**src/rtl/base64_stream_encoder_macros.svh**
```systemverilog
// ----------------------------------------------------------------------------
// Base64 stream encoder assertion macros
// Concurrent assertion shorthands used by the encoder top level.
// ----------------------------------------------------------------------------
`ifndef BASE64_STREAM_ENCODER_MACROS_SVH
`define BASE64_STREAM_ENCODER_MACROS_SVH

// Same-cycle implication, disabled while in reset.
`define B64_ASSERT_IMPL(label, clk, rstn, ante, cons, msg) \
  label: assert property (@(posedge clk) disable iff (!(rstn)) (ante) |-> (cons)) \
    else $error(msg);

// Next-cycle implication, disabled while in reset.
`define B64_ASSERT_NEXT(label, clk, rstn, ante, cons, msg) \
  label: assert property (@(posedge clk) disable iff (!(rstn)) (ante) |=> (cons)) \
    else $error(msg);

`endif

```
**src/rtl/b64enc_pkg.sv**
```systemverilog
// ----------------------------------------------------------------------------
// Base64 encoder package
// Shared types, constants and the sextet-to-character mapping.
// ----------------------------------------------------------------------------
`default_nettype none

package b64enc_pkg;

  localparam int unsigned ByteW             = 8;
  localparam int unsigned CharW             = 7;
  localparam int unsigned LeftW             = 4;
  localparam int unsigned NumSlots          = 4;
  localparam int unsigned SlotW             = $clog2(NumSlots);
  localparam int unsigned QueueDepthDefault = 4;

  localparam logic [CharW-1:0] PadChar = 7'h3D;  // '='

  // Index of the next byte within its 3-byte group
  typedef enum logic [1:0] {
    POS_FIRST  = 2'd0,
    POS_SECOND = 2'd1,
    POS_THIRD  = 2'd2
  } grp_pos_e;

  // Characters produced by one input byte
  typedef struct packed {
    logic [NumSlots-1:0][CharW-1:0] chars;
    logic [SlotW-1:0]               last_idx;
    logic                           eom;
  } job_t;

  typedef struct packed {
    grp_pos_e         pos;
    logic [LeftW-1:0] left;
  } front_stat_t;

  typedef struct packed {
    logic             busy;
    logic [SlotW-1:0] idx;
  } back_stat_t;

  // Standard alphabet: A-Z, a-z, 0-9, '+', '/'
  function automatic logic [CharW-1:0] enc6(input logic [5:0] v);
    logic [CharW-1:0] c;
    if (v < 6'd26) begin
      c = 7'h41 + {1'b0, v};
    end else if (v < 6'd52) begin
      c = 7'h61 + {1'b0, v} - 7'd26;
    end else if (v < 6'd62) begin
      c = 7'h30 + {1'b0, v} - 7'd52;
    end else if (v == 6'd62) begin
      c = 7'h2B;
    end else begin
      c = 7'h2F;
    end
    return c;
  endfunction

endpackage

`default_nettype wire

```
**src/rtl/b64enc_in_if.sv**
```systemverilog
// ----------------------------------------------------------------------------
// Base64 encoder input channel
// Valid/ready channel carrying one raw byte and its end-of-message flag.
// ----------------------------------------------------------------------------
`default_nettype none

interface b64enc_in_if;
  logic       valid;
  logic       ready;
  logic [7:0] data_byte;
  logic       last_byte;

  modport source (output valid, output data_byte, output last_byte, input ready);
  modport sink   (input valid, input data_byte, input last_byte, output ready);
endinterface

`default_nettype wire

```
**src/rtl/b64enc_out_if.sv**
```systemverilog
// ----------------------------------------------------------------------------
// Base64 encoder output channel
// Valid/ready channel carrying one ASCII character and its end flag.
// ----------------------------------------------------------------------------
`default_nettype none

interface b64enc_out_if;
  logic       valid;
  logic       ready;
  logic [6:0] out_char;
  logic       end_of_message;

  modport source (output valid, output out_char, output end_of_message, input ready);
  modport sink   (input valid, input out_char, input end_of_message, output ready);
endinterface

`default_nettype wire

```
**src/rtl/base64_stream_encoder.sv**
```systemverilog
// ----------------------------------------------------------------------------
// Base64 stream encoder
// Byte stream in, RFC 4648 base64 characters with '=' padding out.
//
//   Channel  Dir  Payload                         Request
//   in_i     in   data_byte[7:0], last_byte       one raw message byte
//   out_o    out  out_char[6:0], end_of_message   one ASCII character
//
// An accepted byte reaches the queue in the same cycle; its first character
// then passes through the back end's group register and output register to out_o.
// The output side moves one character per cycle while out_o is ready, which
// sets throughput.
// The queue absorbs bursts of up to QueueDepth bytes ahead of the output.
// Reset clears the group position, queue and output register; no sweep.
// ----------------------------------------------------------------------------
`default_nettype none

`include "base64_stream_encoder_macros.svh"

module base64_stream_encoder #(
  parameter int unsigned QueueDepth = b64enc_pkg::QueueDepthDefault
) (
  input  logic          clk_i,
  input  logic          rst_ni,
  b64enc_in_if.sink     in_i,
  b64enc_out_if.source  out_o
);
  import b64enc_pkg::*;

  localparam int unsigned LevelW = $clog2(QueueDepth + 1);

  logic              push_valid, push_ready;
  logic              pop_valid, pop_ready;
  job_t              push_job, pop_job;
  logic [LevelW-1:0] queue_level;
  front_stat_t       front_stat;
  back_stat_t        back_stat;

  b64enc_front u_front (
    .clk_i        (clk_i),
    .rst_ni       (rst_ni),
    .in_i         (in_i),
    .push_valid_o (push_valid),
    .push_ready_i (push_ready),
    .push_job_o   (push_job),
    .stat_o       (front_stat)
  );

  b64enc_fifo #(
    .Depth (QueueDepth)
  ) u_fifo (
    .clk_i        (clk_i),
    .rst_ni       (rst_ni),
    .push_valid_i (push_valid),
    .push_ready_o (push_ready),
    .push_job_i   (push_job),
    .pop_valid_o  (pop_valid),
    .pop_ready_i  (pop_ready),
    .pop_job_o    (pop_job),
    .level_o      (queue_level)
  );

  b64enc_back u_back (
    .clk_i       (clk_i),
    .rst_ni      (rst_ni),
    .pop_valid_i (pop_valid),
    .pop_ready_o (pop_ready),
    .pop_job_i   (pop_job),
    .out_o       (out_o),
    .stat_o      (back_stat)
  );

  `B64_ASSERT_NEXT(a_last_byte_closes_group, clk_i, rst_ni, in_i.valid && in_i.ready && in_i.last_byte, front_stat.pos == POS_FIRST && front_stat.left == '0, "group not closed after last byte")
  `B64_ASSERT_IMPL(a_queue_level_bound, clk_i, rst_ni, 1'b1, queue_level <= LevelW'(QueueDepth), "queue level exceeds depth")
  `B64_ASSERT_NEXT(a_back_loads_group, clk_i, rst_ni, queue_level != '0 && !back_stat.busy, back_stat.busy, "back end idle with queued group")

endmodule

`default_nettype wire

```
**src/rtl/b64enc_front.sv**
```systemverilog
// ----------------------------------------------------------------------------
// Base64 encoder front end
// Accepts bytes, tracks the group position and builds each byte's characters.
// ----------------------------------------------------------------------------
`default_nettype none

module b64enc_front (
  input  logic                     clk_i,
  input  logic                     rst_ni,
  b64enc_in_if.sink                in_i,
  output logic                     push_valid_o,
  input  logic                     push_ready_i,
  output b64enc_pkg::job_t         push_job_o,
  output b64enc_pkg::front_stat_t  stat_o
);
  import b64enc_pkg::*;

  grp_pos_e         pos_q, pos_d;
  logic [LeftW-1:0] left_q, left_d;
  logic [ByteW-1:0] b;
  logic             take;
  job_t             job;

  assign b            = in_i.data_byte;
  assign in_i.ready   = push_ready_i;
  assign push_valid_o = in_i.valid;
  assign take         = in_i.valid && push_ready_i;
  assign push_job_o   = job;
  assign stat_o       = '{pos: pos_q, left: left_q};

  always_ff @(posedge clk_i or negedge rst_ni) begin
    if (!rst_ni) begin
      pos_q  <= POS_FIRST;
      left_q <= '0;
    end else if (take) begin
      pos_q  <= pos_d;
      left_q <= left_d;
    end
  end

  // Next group state and the characters this byte completes
  always_comb begin
    pos_d        = POS_FIRST;
    left_d       = '0;
    job.chars    = {NumSlots{PadChar}};
    job.last_idx = SlotW'(0);
    job.eom      = 1'b0;
    unique case (pos_q)
      POS_SECOND: begin
        // only two leftover bits are held after the first byte
        job.chars[0] = enc6({left_q[1:0], b[7:4]});
        if (in_i.last_byte) begin
          job.chars[1] = enc6({b[3:0], 2'b00});
          job.last_idx = SlotW'(2);
          job.eom      = 1'b1;
        end else begin
          left_d = b[3:0];
          pos_d  = POS_THIRD;
        end
      end
      POS_THIRD: begin
        job.chars[0] = enc6({left_q, b[7:6]});
        job.chars[1] = enc6(b[5:0]);
        job.last_idx = SlotW'(1);
        job.eom      = in_i.last_byte;
      end
      default: begin
        // first byte of a group; the unused code behaves the same
        job.chars[0] = enc6(b[7:2]);
        if (in_i.last_byte) begin
          job.chars[1] = enc6({b[1:0], 4'b0000});
          job.last_idx = SlotW'(3);
          job.eom      = 1'b1;
        end else begin
          left_d = {2'b00, b[1:0]};
          pos_d  = POS_SECOND;
        end
      end
    endcase
  end

endmodule

`default_nettype wire

```
**src/rtl/b64enc_fifo.sv**
```systemverilog
// ----------------------------------------------------------------------------
// Base64 encoder request queue
// Small FIFO of character groups between front end and back end.
// ----------------------------------------------------------------------------
`default_nettype none

module b64enc_fifo #(
  parameter int unsigned Depth = b64enc_pkg::QueueDepthDefault
) (
  input  logic                             clk_i,
  input  logic                             rst_ni,
  input  logic                             push_valid_i,
  output logic                             push_ready_o,
  input  b64enc_pkg::job_t                 push_job_i,
  output logic                             pop_valid_o,
  input  logic                             pop_ready_i,
  output b64enc_pkg::job_t                 pop_job_o,
  output logic [$clog2(Depth+1)-1:0]       level_o
);
  import b64enc_pkg::*;

  localparam int unsigned AddrW  = $clog2(Depth);
  localparam int unsigned LevelW = $clog2(Depth + 1);

  job_t              mem_q [Depth];
  logic [AddrW-1:0]  wr_ptr_q, wr_ptr_d;
  logic [AddrW-1:0]  rd_ptr_q, rd_ptr_d;
  logic [LevelW-1:0] level_q, level_d;
  logic              push, pop;

  assign push_ready_o = (level_q != LevelW'(Depth));
  assign pop_valid_o  = (level_q != '0);
  assign push         = push_valid_i && push_ready_o;
  assign pop          = pop_valid_o && pop_ready_i;
  assign pop_job_o    = mem_q[rd_ptr_q];
  assign level_o      = level_q;

  always_comb begin
    wr_ptr_d = wr_ptr_q;
    rd_ptr_d = rd_ptr_q;
    level_d  = level_q;
    if (push) begin
      wr_ptr_d = (wr_ptr_q == AddrW'(Depth - 1)) ? '0 : wr_ptr_q + AddrW'(1);
    end
    if (pop) begin
      rd_ptr_d = (rd_ptr_q == AddrW'(Depth - 1)) ? '0 : rd_ptr_q + AddrW'(1);
    end
    if (push && !pop) begin
      level_d = level_q + LevelW'(1);
    end else if (pop && !push) begin
      level_d = level_q - LevelW'(1);
    end
  end

  always_ff @(posedge clk_i or negedge rst_ni) begin
    if (!rst_ni) begin
      wr_ptr_q <= '0;
      rd_ptr_q <= '0;
      level_q  <= '0;
    end else begin
      wr_ptr_q <= wr_ptr_d;
      rd_ptr_q <= rd_ptr_d;
      level_q  <= level_d;
    end
  end

  always_ff @(posedge clk_i) begin
    if (push) begin
      mem_q[wr_ptr_q] <= push_job_i;
    end
  end

endmodule

`default_nettype wire

```
**src/rtl/b64enc_back.sv**
```systemverilog
// ----------------------------------------------------------------------------
// Base64 encoder back end
// Walks each character group and drives one character per cycle out while out_o is ready.
// ----------------------------------------------------------------------------
`default_nettype none

module b64enc_back (
  input  logic                    clk_i,
  input  logic                    rst_ni,
  input  logic                    pop_valid_i,
  output logic                    pop_ready_o,
  input  b64enc_pkg::job_t        pop_job_i,
  b64enc_out_if.source            out_o,
  output b64enc_pkg::back_stat_t  stat_o
);
  import b64enc_pkg::*;

  job_t             job_q;
  logic             busy_q, busy_d;
  logic [SlotW-1:0] idx_q, idx_d;
  logic             out_valid_q, out_valid_d;
  logic [CharW-1:0] out_char_q;
  logic             out_eom_q;
  logic             emit, at_last, pop;

  assign emit    = busy_q && (!out_valid_q || out_o.ready);
  assign at_last = (idx_q == job_q.last_idx);
  assign pop_ready_o = !busy_q || (emit && at_last);
  assign pop     = pop_valid_i && pop_ready_o;

  assign out_o.valid          = out_valid_q;
  assign out_o.out_char       = out_char_q;
  assign out_o.end_of_message = out_eom_q;
  assign stat_o = '{busy: busy_q, idx: idx_q};

  always_comb begin
    busy_d = busy_q;
    idx_d  = idx_q;
    if (emit) begin
      idx_d = idx_q + SlotW'(1);
    end
    // retire the group on its final character, then load the next one
    if (emit && at_last) begin
      busy_d = 1'b0;
    end
    if (pop) begin
      busy_d = 1'b1;
      idx_d  = '0;
    end
    out_valid_d = out_valid_q;
    if (emit) begin
      out_valid_d = 1'b1;
    end else if (out_o.ready) begin
      out_valid_d = 1'b0;
    end
  end

  always_ff @(posedge clk_i or negedge rst_ni) begin
    if (!rst_ni) begin
      busy_q      <= 1'b0;
      idx_q       <= '0;
      out_valid_q <= 1'b0;
    end else begin
      busy_q      <= busy_d;
      idx_q       <= idx_d;
      out_valid_q <= out_valid_d;
    end
  end

  always_ff @(posedge clk_i) begin
    if (pop) begin
      job_q <= pop_job_i;
    end
    if (emit) begin
      out_char_q <= job_q.chars[idx_q];
      out_eom_q  <= at_last && job_q.eom;
    end
  end

endmodule

`default_nettype wire
```
**src/flat_wrapper.sv**
```systemverilog
// flat-port wrapper written by rule: the top's interface ports become plain ports
module base64_stream_encoder_flat import b64enc_pkg::*;
#(
  parameter int unsigned QueueDepth = b64enc_pkg::QueueDepthDefault
)
  (clk_i, rst_ni, in_i_valid, in_i_data_byte, in_i_last_byte, in_i_ready, out_o_valid, out_o_out_char, out_o_end_of_message, out_o_ready);
  b64enc_in_if in_i_i ();
  b64enc_out_if out_o_i ();
  input  logic clk_i;
  input  logic rst_ni;
  input wire logic [$bits(in_i_i.valid)-1:0] in_i_valid;
  input wire logic [$bits(in_i_i.data_byte)-1:0] in_i_data_byte;
  input wire logic [$bits(in_i_i.last_byte)-1:0] in_i_last_byte;
  output wire logic [$bits(in_i_i.ready)-1:0] in_i_ready;
  output wire logic [$bits(out_o_i.valid)-1:0] out_o_valid;
  output wire logic [$bits(out_o_i.out_char)-1:0] out_o_out_char;
  output wire logic [$bits(out_o_i.end_of_message)-1:0] out_o_end_of_message;
  input wire logic [$bits(out_o_i.ready)-1:0] out_o_ready;
  assign in_i_i.valid = in_i_valid;
  assign in_i_i.data_byte = in_i_data_byte;
  assign in_i_i.last_byte = in_i_last_byte;
  assign in_i_ready = in_i_i.ready;
  assign out_o_valid = out_o_i.valid;
  assign out_o_out_char = out_o_i.out_char;
  assign out_o_end_of_message = out_o_i.end_of_message;
  assign out_o_i.ready = out_o_ready;
  base64_stream_encoder #(.QueueDepth(QueueDepth)) u_core (.clk_i(clk_i), .rst_ni(rst_ni), .in_i(in_i_i), .out_o(out_o_i));
endmodule
```
**config.mk**
```make
export PLATFORM = sky130hd
export DESIGN_NAME = base64_stream_encoder_flat
export DESIGN_NICKNAME = d
export VERILOG_FILES = /design/src/rtl/b64enc_pkg.sv /design/src/rtl/b64enc_in_if.sv /design/src/rtl/b64enc_out_if.sv /design/src/rtl/base64_stream_encoder.sv /design/src/rtl/b64enc_front.sv /design/src/rtl/b64enc_fifo.sv /design/src/rtl/b64enc_back.sv /design/src/flat_wrapper.sv
export VERILOG_INCLUDE_DIRS = /design/src /design/src/rtl
export SDC_FILE = /design/constraint.sdc
export NUM_CORES = 1
export LEC_CHECK = 0
export ABC_AREA = 0
export BUFFER_PORTS_ARGS = -buffer_cell sky130_fd_sc_hd__buf_2
export CAP_MARGIN = 15
export CORE_ASPECT_RATIO = 1.4
export CORE_MARGIN = 3
export CORE_UTILIZATION = 40
export DETAILED_ROUTE_END_ITERATION = 8
export PLACE_DENSITY = 0.57
export SLEW_MARGIN = 30
export SYNTH_ARGS = -nofsm -noshare
export SYNTH_HDL_FRONTEND = slang
export SYNTH_SLANG_ARGS = --single-unit
```
**constraint.sdc**
```tcl
create_clock -name clk_i -period 2.7 [get_ports clk_i]
set_input_delay 0.27 -clock clk_i [delete_from_list [all_inputs] [get_ports clk_i]]
set_output_delay 0.27 -clock clk_i [all_outputs]
set_load 0.02 [all_outputs]
```
==> qor.txt <==
ys flop type: edfxtp_1
DRC viols: 0
Post-Place Cell Area: 6470 um2
CTS Root Cell: clkbuf_16
clk slew on worst S/H paths: 70 ps
syn avg cell area: 12.2 um2
synth warn: 0
post-route ant nets: 0
CP endpoint kind: flop
antenna cells: 0
Final nets: 568
FF-to-FF Start: u_core.u_front.left_q[1]
minimum clock period: 2610 ps
die width: 111 um
final hold vios: 0
status: finished clean
largest net degree at the start of global routing: 22
cell taking the most area after synthesis: edfxtp_1
design area: 6780 um2
Reg2Reg Capture Point: u_core.u_fifo.mem_q[1][5]
actual slew at the worst max-slew pin: 750 ps
worst-skew pair later-pin latency: 340 ps
Worst slew margin: 48.7%
FILL cells: 1311
htree depth: 3
vias in the first global route: 4125
Final Power: 6.73 mW
hold depth: 3
Cell Area, Synth: 6140 um2
syn nets: 543
initial antenna violation count: 0
crit path from: u_core.u_front.left_q[1]
gr ovfl total: 0
first-pass GRT wire length: 22.6 mm
register area share after synthesis: 52.4%
CTS Buf Count: 9
global-route usage over all layers: 17.0%
Hold EP: u_core.u_back.out_o.valid
Setup crit start kind: flop
DR pass1 iterations: 7
MaxCap Viol Count: 0
Routed WL: 14.0 mm
WL/cell: 19.4 um
die height: 153 um
Worst Path Class, Setup: flop to flop
share of the synthesized area in the top cell type: 45.5%
EDFF count, synth: 93
HP Class: primary input to flop
# IOs: 23
Max IR drop VDD: 0.449 mV
maximum fanout along the worst path: 8
pwr dens: 994 nW/um2
fraction of layout cells with a size suffix above 1: 18.8%
synth top area cells: edfxtp_1 46%, dfrtp_1 6.9%, mux4_2 6.2%
Max Root-Sink Buffers: 2
DR vias/cell: 5.77
post-DP HPWL: 10.4 mm
Final setup viols: 0
setup slack, reg-to-reg: 90 ps
Core Rows: 52
setup tns final: 0 ps
Setup WS pre-CTS: 114 ps
Worst Clk Skew: 11.2 ps
Clock Sinks: 110
Leakage: 2.51 nW
Initial Util: 41.5%
Area Growth Syn to Fin: 10.4%
1st-iter DRT viols: 295
cell count after synthesis: 501
max frequency: 384 MHz
worst setup margin: 93.9 ps
max-slew violation count: 0
DR vias: 4154
Final GP Congestion: 0.917
Reg2Reg Depth: 7
min-delay src: out_o_ready
fin crit share: 96.5%
Critical Path AT: 2720 ps
buffers added on ports: 22
area of the core: 14800 um2
Critical Path RT: 2810 ps
Netlist cell types: 69
CTS tree: done
RSZ-0062 raised after global routing: no
Yosys reg bits: 110
die area: 16900 um2
Async SR Flop Fraction: 15.5%
logic make-up after synthesis:
family	after synthesis	share of synthesized area, %
and+or+nand+nor	134	11.5
AOI/OAI and AO/OA	117	13.5
DFF	110	52.4
buffers and inverters	56	4.34
muxes	33	9.09
adders and majority gates	29	6.04
xor gates and xnor gates	22	3.14
worst max-delay path by stage:
stage	to	slack, ps
after CTS	u_core.u_fifo.mem_q[1][5]	80
after floorplan	u_core.u_fifo.level_o[1]	410
after global routing	u_core.u_fifo.mem_q[1][5]	4
after global placement	u_core.u_fifo.mem_q[0][5]	180
after detailed placement	u_core.u_fifo.mem_q[2][5]	110
final	u_core.u_fifo.mem_q[1][5]	90
repair_timing:
action	4_1_cts	5_1_grt
hold buffers	1	0
setup buffers	0	1
endpoints found under the hold margin	17	0
gates resized for setup	0	1
setup endpoints to repair	0	8
state kept, by name, indices dropped and copies added, names as in the netlist:
register	count
u_core.u_back.out_o.out_char	7
u_core.u_back.job_q	17
u_core.u_fifo.wr_ptr_q	2
u_core.u_back.idx_q	2
u_core.u_fifo.level_o	3
u_core.u_back.out_o.valid	1
u_core.u_front.left_q	4
u_core.u_fifo.rd_ptr_q	2
u_core.u_back.out_o.end_of_message	1
u_core.u_back.busy_q	1
u_core.u_fifo.mem_q	68
u_core.u_front.pos_q	2
layer usage:
metal  share of wire [%]  GRT usage [%]  up-vias  wire [um]
met5                   0              0        -          0
met4                 3.4           7.39        0        473
met3                 4.3           2.86       35        598
met2                  53           30.2      149       7380
met1                  40           20.2     2017       5520
li1                    -              -     1953          -
metrics by stage:
step / hold WS (ps) / cells / utilization (%)
floorplan: -25.6 / 501 / -
global placement: 218 / 702 / 43.8
detailed placement: 229 / 702 / 43.8
CTS: 219 / 719 / 45.8
global route: 230 / 720 / 45.9
finish: 228 / 720 / 45.9
layout make-up:
| cell class | count | area, um2 | share of cell area [%] |
|---|---|---|---|
| clock buffers | 11 | 233 | 3.43 |
| well taps | 189 | 236 | 3.49 |
| repair buffers | 45 | 285 | 4.21 |
| flip-flops and latches | 110 | 3220 | 47.5 |
| inverters | 25 | 93.8 | 1.38 |
| clock inverters | 5 | 57.6 | 0.849 |
| multi-input cells | 335 | 2650 | 39.1 |
cells in the final DEF, fill, tap and decap left out, types with 4 or more instances in the layout:
cell and n:
a211o_1 6, a211oi_1 4, a21o_1 6, a21oi_1 18, a221oi_1 4, a31oi_1 10, and2_1 5, and3_1 6
buf_2 22, buf_4 22, clkbuf_16 9, dfrtp_1 16, edfxtp_1 93, ha_1 28, inv_1 20, mux2_2 8
mux2i_1 7, mux4_2 17, nand2_1 37, nand2b_1 5, nand3_1 11, nor2_1 20, nor2b_1 15, nor3_1 14
o211ai_1 5, o21ai_0 27, o221ai_1 4, o31ai_1 5, or3_1 4, xnor2_1 17, xor2_1 5
where the power goes:
part | leakage (nW) | internal (mW) | switching (mW)
Sequential | 1.06 | 2.68 | 0.225
Combinational | 1.30 | 1.04 | 1.51
Clock | 0.144 | 0.721 | 0.548
cell usage after synthesis, types with 4 or more instances:
cell	number
nand2_1	37
mux4_2	17
inv_1	20
a211oi_1	4
o221ai_1	4
and2_1	5
and3_1	6
o211ai_1	5
nor3_1	14
ha_1	28
xor2_1	5
nand2b_1	5
nand3_1	11
a21o_1	6
mux2_2	8
edfxtp_1	93
a21oi_1	18
a211o_1	6
clkbuf_1	8
dfrtp_1	17
buf_4	6
mux2i_1	7
o21ai_0	27
buf_2	15
a221oi_1	4
nor2_1	20
a31oi_1	10
xnor2_1	17
o31ai_1	5
or3_1	4
nor2b_1	15
worst max-delay path, cell delays in order (launching register included):
cell      delay (ps)
dfrtp_1          500
inv_1            210
ha_1             270
nand3b_4         210
mux2_2           350
a211oi_1         320
o211ai_1         170
a31oi_1          370
Note: power is estimated with default switching activity, not from simulation.
